==> src/hdl/accumulator_machine_step_core_defines.svh <==
// Assertion macros shared by the accumulator machine RTL.
`ifndef ACCUMULATOR_MACHINE_STEP_CORE_DEFINES_SVH
`define ACCUMULATOR_MACHINE_STEP_CORE_DEFINES_SVH
`ifndef SYNTHESIS
// Same-cycle implication.
`define AMS_ASSERT_IMP(label, clk, rst, ante, cons) \
  label: assert property (@(posedge clk) disable iff (rst) (ante) |-> (cons)) \
    else $error("accumulator machine assertion failed");
// Next-cycle implication.
`define AMS_ASSERT_NXT(label, clk, rst, ante, cons) \
  label: assert property (@(posedge clk) disable iff (rst) (ante) |=> (cons)) \
    else $error("accumulator machine assertion failed");
`else
`define AMS_ASSERT_IMP(label, clk, rst, ante, cons)
`define AMS_ASSERT_NXT(label, clk, rst, ante, cons)
`endif
`endif

==> src/hdl/ams_pkg.sv <==
// Types, codes and helper functions for the accumulator machine.
`default_nettype none

package ams_pkg;

  localparam int PROGRAM_DEPTH_DEF = 32;
  localparam int DATA_DEPTH_DEF    = 1024;
  localparam int WORD_WIDTH_DEF    = 32;

  localparam logic [4:0] START_PC_RESET = 5'd3;

  // Commands.
  localparam logic [1:0] CMD_LOAD = 2'd0;
  localparam logic [1:0] CMD_STEP = 2'd1;
  localparam logic [1:0] CMD_READ = 2'd2;

  // Result status codes.
  localparam logic [2:0] ST_OK      = 3'd0;
  localparam logic [2:0] ST_OUTPUT  = 3'd1;
  localparam logic [2:0] ST_HALTED  = 3'd2;
  localparam logic [2:0] ST_BAD_OP  = 3'd3;
  localparam logic [2:0] ST_IGNORED = 3'd4;

  // Instruction opcodes.
  localparam logic [3:0] OP_NOP   = 4'd0;
  localparam logic [3:0] OP_LOAD  = 4'd1;
  localparam logic [3:0] OP_ADD   = 4'd2;
  localparam logic [3:0] OP_STORE = 4'd3;
  localparam logic [3:0] OP_SUB   = 4'd4;
  localparam logic [3:0] OP_IN    = 4'd5;
  localparam logic [3:0] OP_OUT   = 4'd6;
  localparam logic [3:0] OP_END   = 4'd7;
  localparam logic [3:0] OP_JUMP  = 4'd8;
  localparam logic [3:0] OP_SKIPZ = 4'd9;

  typedef enum logic [1:0] {
    ALU_PASS = 2'd0,
    ALU_ADD  = 2'd1,
    ALU_SUB  = 2'd2
  } alu_op_t;

  // Sequencer phase flags handed to the datapath.
  typedef struct packed {
    logic clearing;
    logic idle;
    logic fetch;
    logic exec;
    logic rd_out;
  } ctl_t;

  // Reduces a 10-bit address modulo a constant depth by shifted
  // compare-and-subtract; a power-of-two depth is a plain mask.
  function automatic logic [9:0] mod_addr(input logic [9:0] x, input int k);
    logic [21:0] r;
    r = 22'(x);
    if ((k & (k - 1)) == 0) begin
      return x & 10'(k - 1);
    end
    for (int j = 8; j >= 0; j--) begin
      if (r >= (22'(k) << j)) begin
        r = r - (22'(k) << j);
      end
    end
    return r[9:0];
  endfunction

endpackage

`default_nettype wire

==> src/hdl/ams_seq.sv <==
// Sequencer of the accumulator machine: clearing pass and command phases.
`default_nettype none

module ams_seq #(
  parameter int PROGRAM_DEPTH = ams_pkg::PROGRAM_DEPTH_DEF,
  parameter int DATA_DEPTH    = ams_pkg::DATA_DEPTH_DEF,
  localparam int MAX_DEPTH    = (PROGRAM_DEPTH > DATA_DEPTH) ? PROGRAM_DEPTH : DATA_DEPTH,
  localparam int CW           = $clog2(MAX_DEPTH)
) (
  input  logic          clk,
  input  logic          rst,
  input  logic          start,
  input  logic [1:0]    command,
  input  logic          halted,
  output ams_pkg::ctl_t ctl,
  output logic [CW-1:0] clr_addr
);
  import ams_pkg::*;

  typedef enum logic [4:0] {
    S_CLEAR = 5'b00001,
    S_IDLE  = 5'b00010,
    S_FETCH = 5'b00100,
    S_EXEC  = 5'b01000,
    S_READ  = 5'b10000
  } state_t;

  state_t state, state_next;
  logic   clr_last;

  assign clr_last = (clr_addr == CW'(MAX_DEPTH - 1));

  always_ff @(posedge clk) begin
    if (rst) begin
      state    <= S_CLEAR;
      clr_addr <= '0;
    end else begin
      state <= state_next;
      if (state == S_CLEAR) begin
        clr_addr <= CW'(clr_addr + 1'b1);
      end
    end
  end

  always_comb begin
    state_next = state;
    case (state)
      S_CLEAR: begin
        if (clr_last) state_next = S_IDLE;
      end
      S_IDLE: begin
        if (start && command == CMD_STEP && !halted) begin
          state_next = S_FETCH;
        end else if (start && command == CMD_READ) begin
          state_next = S_READ;
        end
      end
      S_FETCH: state_next = S_EXEC;
      S_EXEC:  state_next = S_IDLE;
      S_READ:  state_next = S_IDLE;
      default: state_next = S_IDLE;
    endcase
  end

  assign ctl.clearing = (state == S_CLEAR);
  assign ctl.idle     = (state == S_IDLE);
  assign ctl.fetch    = (state == S_FETCH);
  assign ctl.exec     = (state == S_EXEC);
  assign ctl.rd_out   = (state == S_READ);

endmodule

`default_nettype wire

==> config.mk <==
export PLATFORM = sky130hd
export DESIGN_NAME = ams_seq
export DESIGN_NICKNAME = d
export VERILOG_FILES = /design/src/hdl/accumulator_machine_step_core_defines.svh /design/src/hdl/ams_pkg.sv /design/src/hdl/ams_seq.sv
export SDC_FILE = /design/constraint.sdc
export NUM_CORES = 1
export LEC_CHECK = 0
export ABC_AREA = 1
export BUFFER_PORTS_ARGS = -buffer_cell sky130_fd_sc_hd__buf_2
export CORE_AREA = 5 5 55 57
export CTS_CLUSTER_SIZE = 10
export DETAILED_ROUTE_END_ITERATION = 12
export DIE_AREA = 0 0 60 62
export SYNTH_ARGS = -nofsm -noshare
export SYNTH_HDL_FRONTEND = slang
export SYNTH_SLANG_ARGS = --single-unit
==> constraint.sdc <==
create_clock -name clk -period 2.1 [get_ports clk]
set_input_delay 0.105 -clock clk [delete_from_list [all_inputs] [get_ports clk]]
set_output_delay 0.105 -clock clk [all_outputs]
set_load 0.1 [all_outputs]
==> flow_summary_export.csv <==
group,metric,value,unit
run_status,outcome,"finished clean",
synthesis,area_fraction_of_the_dominant_cell_type_after_synthesis,37.0,%
final_layout,finish.cell_count_without_fillers,172,
pwr,cell_internal_pwr,0.542,mW
clock_tree,cts-root-buf,"sky130_fd_sc_hd__clkbuf_4",
critical_path,endpoint_arrival_time_on_the_critical_path,1.65,ns
floorplanning,row_count,18,
clock_tree,tritoncts_buffers,3,
timing,finalSetupViolations,0,
critical_path,worst_setup_path_end_kind,"output pin",
flow_run,drv.max_cap_violation_count,0,
floorplanning,core-area,2430,um2
pwr,p_clk_share,13.4,%
pwr,pwr_density_cell,1290,nW/um2
synthesis,synthesis.area_per_instance,6.76,um2
final_layout,fin_util,39.8,%
critical_path,crit-reg2reg-capture,"clr_addr[5]",
clock_tree,cts.repair.resized,0,
global_route,first_pass_grt_wire_length,2920,um
timing,finalCriticalPeriod,1.75,ns
clock_tree,post_cts.repair.setup_buffers,0,
floorplanning,die_h,62,um
min_path,worst_hold_path_type,"input pin to flop",
synthesis,syn-instance-count,120,
synthesis,yosys.cell_count.top_type,"sky130_fd_sc_hd__nand2_1",
synthesis,flop_and_latch_count_out_of_synthesis,15,
final_layout,fillers,265,
placement,place_area,941,um2
floorplanning,die_area,3720,um2
synthesis,cell_taking_the_most_area_after_synthesis,"sky130_fd_sc_hd__dfxtp_1",
global_route,globalRouteTotalUtil,10.6,%
synthesis,ys_async_sr_fraction,0,%
pwr,power.share.sequential,30.2,%
pwr,power_switching_share,56.6,%
clock_tree,postCtsHoldBufs,0,
global_route,antenna_found_initial,0,
critical_path,reg2reg_from,"state[4]",
synthesis,yosys_warnings,0,
floorplanning,io_pins,21,
floorplanning,effective_utilization_at_floorplan,33.3,%
placement,dp.cells,168,
global_route,globalRouteOverflowTotal,0,
critical_path,start_kind,"flop",
critical_path,crit_path_max_fanout,11,
placement,routability_congestion,0.792,
timing,finalMaxSlewViolations,0,
timing,grt_setup_unrepaired,"false",
clock_tree,clock_tree.buffer_depth,2,
clock_tree,ctsHtreeMaxLevel,1,
critical_path,worst_setup_path_endpoint,"ctl[4]",
synthesis,mappedNetlistArea,811,um2
timing,timing.final.crit_share,83.4,%
critical_path,crit_slowest_cell,"sky130_fd_sc_hd__buf_2",
synthesis,synth.cells.most_frequent,"sky130_fd_sc_hd__nand2_1 (25), sky130_fd_sc_hd__inv_1 (23), sky130_fd_sc_hd__nor2_1 (16)",
final_layout,antenna_cells_inserted,0,
drt,routed_via_density,4.60,
critical_path,crit_path_from,"state[4]",
clock_tree,cts.sink_count,15,
drt,route.final.wire_length,1740,um
pwr,combinationalPowerShare,56.5,%
timing,slew_headroom,67.4,%
clock_tree,path_clk_slew,0.09,ns
synthesis,main_flop_type_after_synthesis,"sky130_fd_sc_hd__dfxtp_1",
timing,finalClockSkew,0.00666,ns
clock_tree,cts_tree,"done",
drt,wl_per_cell,10.1,um
critical_path,worst_path_largest_cell_delay,0.49,ns
placement,placement.io_buffers,20,
critical_path,reg2reg_setup_slack,0.75,ns
drt,vias,792,
pwr,irDropWorstVdd,985,uV
timing,finalHoldViolCount,0,
global_route,grt_pass1_vias,720,
pwr,power.switching,0.707,mW
pwr,cellLeakagePower,0.488,nW
drt,drt_pass1_iterations,4,
synthesis,synth-seq-area-share,37.0,%
final_layout,layout-area-overhead-vs-synth,19.4,%
timing,totalNegativeSetupSlack,0,ns
final_layout,share_of_layout_cells_above_drive_strength_1,26.1,%
timing,fmax,571,MHz
timing,worst_slew_pin_slew,0.492,ns
pwr,totalPowerFinal,1.25,mW
final_layout,layout.cell_area.non_filler,968,um2
floorplanning,die_w,60,um
synthesis,count_of_cell_types_in_the_netlist,20,
synthesis,netlist_top_cells_area,"sky130_fd_sc_hd__dfxtp_1 (37%), sky130_fd_sc_hd__nand2_1 (12%), sky130_fd_sc_hd__inv_1 (11%)",
critical_path,setup_crit_path_kind,"flop to output pin",
drt,final_antenna_net_count,0,
clock_tree,clock_insertion_delay_worst_skew,0.29,ns
global_route,grt_max_degree,12,
final_layout,design.final.nets,150,
drt,remaining_drc_errors,0,
critical_path,worstPathCellList,"inv_1, nand2_2, nor2_4, buf_2",
placement,dpl.hpwl,1400,um
synthesis,synth-edff-count,0,
critical_path,timing.critical_path.required,2.00,ns
synthesis,synth_nets,127,
critical_path,reg2reg_depth,8,
drt,dr.first_iter.drc_count,12,
==> worst max-delay path, delay by kind of cell, from the launching register on <==
kind          cells  cell delay [ns]
buf+inv           2             0.66
simple gates      2             0.36
flops             1             0.33
==> layout by cell type (no fill, tap or decap), drive strengths merged <==
cell type / n
nor2: 21
nor3b: 1
nor4: 1
nand4: 5
clkinv: 1
inv: 23
ha: 1
nor3: 5
buf: 20
o21bai: 1
nand2: 29
a21oi: 4
dfxtp: 15
o21ai: 4
clkbuf: 3
nand3b: 1
nand3: 7
==> worst min-delay path by stage <==
stage	start	end	slack, ns	depth (start not counted)
final	rst	clr_addr[6]	0.07	2
after global routing	rst	state[3]	0.06	2
after CTS	rst	state[3]	0.06	2
after detailed placement	rst	clr_addr[8]	0.37	2
after global placement	rst	clr_addr[6]	0.37	2
after floorplan	rst	clr_addr[6]	0.18	1
==> per-layer routing <==
layer  vias up  routed length, um  track usage [%]
li1        416                  -                -
met1       356                764             11.7
met2        15                869             18.7
met3         5                 88             4.55
met4         0                 16             2.85
met5         -                  0                0
==> flip-flops by register name, indices dropped and copies added (netlist names) <==
name	flops
clr_addr	10
state	5
==> final cells by class <==
class / instances / area [um2] / share of cell area, %
Timing Repair Buffer: 20 / 100 / 10.3
Tap cell: 30 / 37.5 / 3.88
Clock inverter: 1 / 5.00 / 0.517
Multi-Input combinational cell: 80 / 417 / 43.0
Clock buffer: 3 / 22.5 / 2.33
Inverter: 23 / 86.3 / 8.91
Sequential cell: 15 / 300 / 31.0
==> power by group through the flow <==
| stage | clock network (mW) | registers [mW] | logic [mW] |
|---|---|---|---|
| global route | 0.191 | 0.387 | 0.758 |
| detailed placement | 0 | 0.384 | 0.711 |
| CTS | 0.174 | 0.377 | 0.713 |
| finish | 0.167 | 0.377 | 0.705 |
| floorplan | 0 | 0.504 | 0.516 |
| global placement | 0 | 0.381 | 0.699 |
==> through the flow <==
step	setup slack [ns]	hold slack [ns]
2_1_floorplan	-0.167	0.177
6_report	0.349	0.0696
4_1_cts	0.328	0.0621
5_1_grt	0.227	0.0607
3_3_place_gp	0.707	0.371
3_5_place_dp	0.665	0.374
==> cells by family after synthesis <==
family | after synthesis | synth area share, %
flip-flops | 15 | 37.0
buffers and inverters | 25 | 13.0
AND/OR/NAND/NOR | 70 | 42.6
adder cells (fa/ha/maj) | 1 | 1.54
AO/OA/AOI/OAI | 9 | 5.86
No activity file was read; power rests on OpenSTA's default activity.
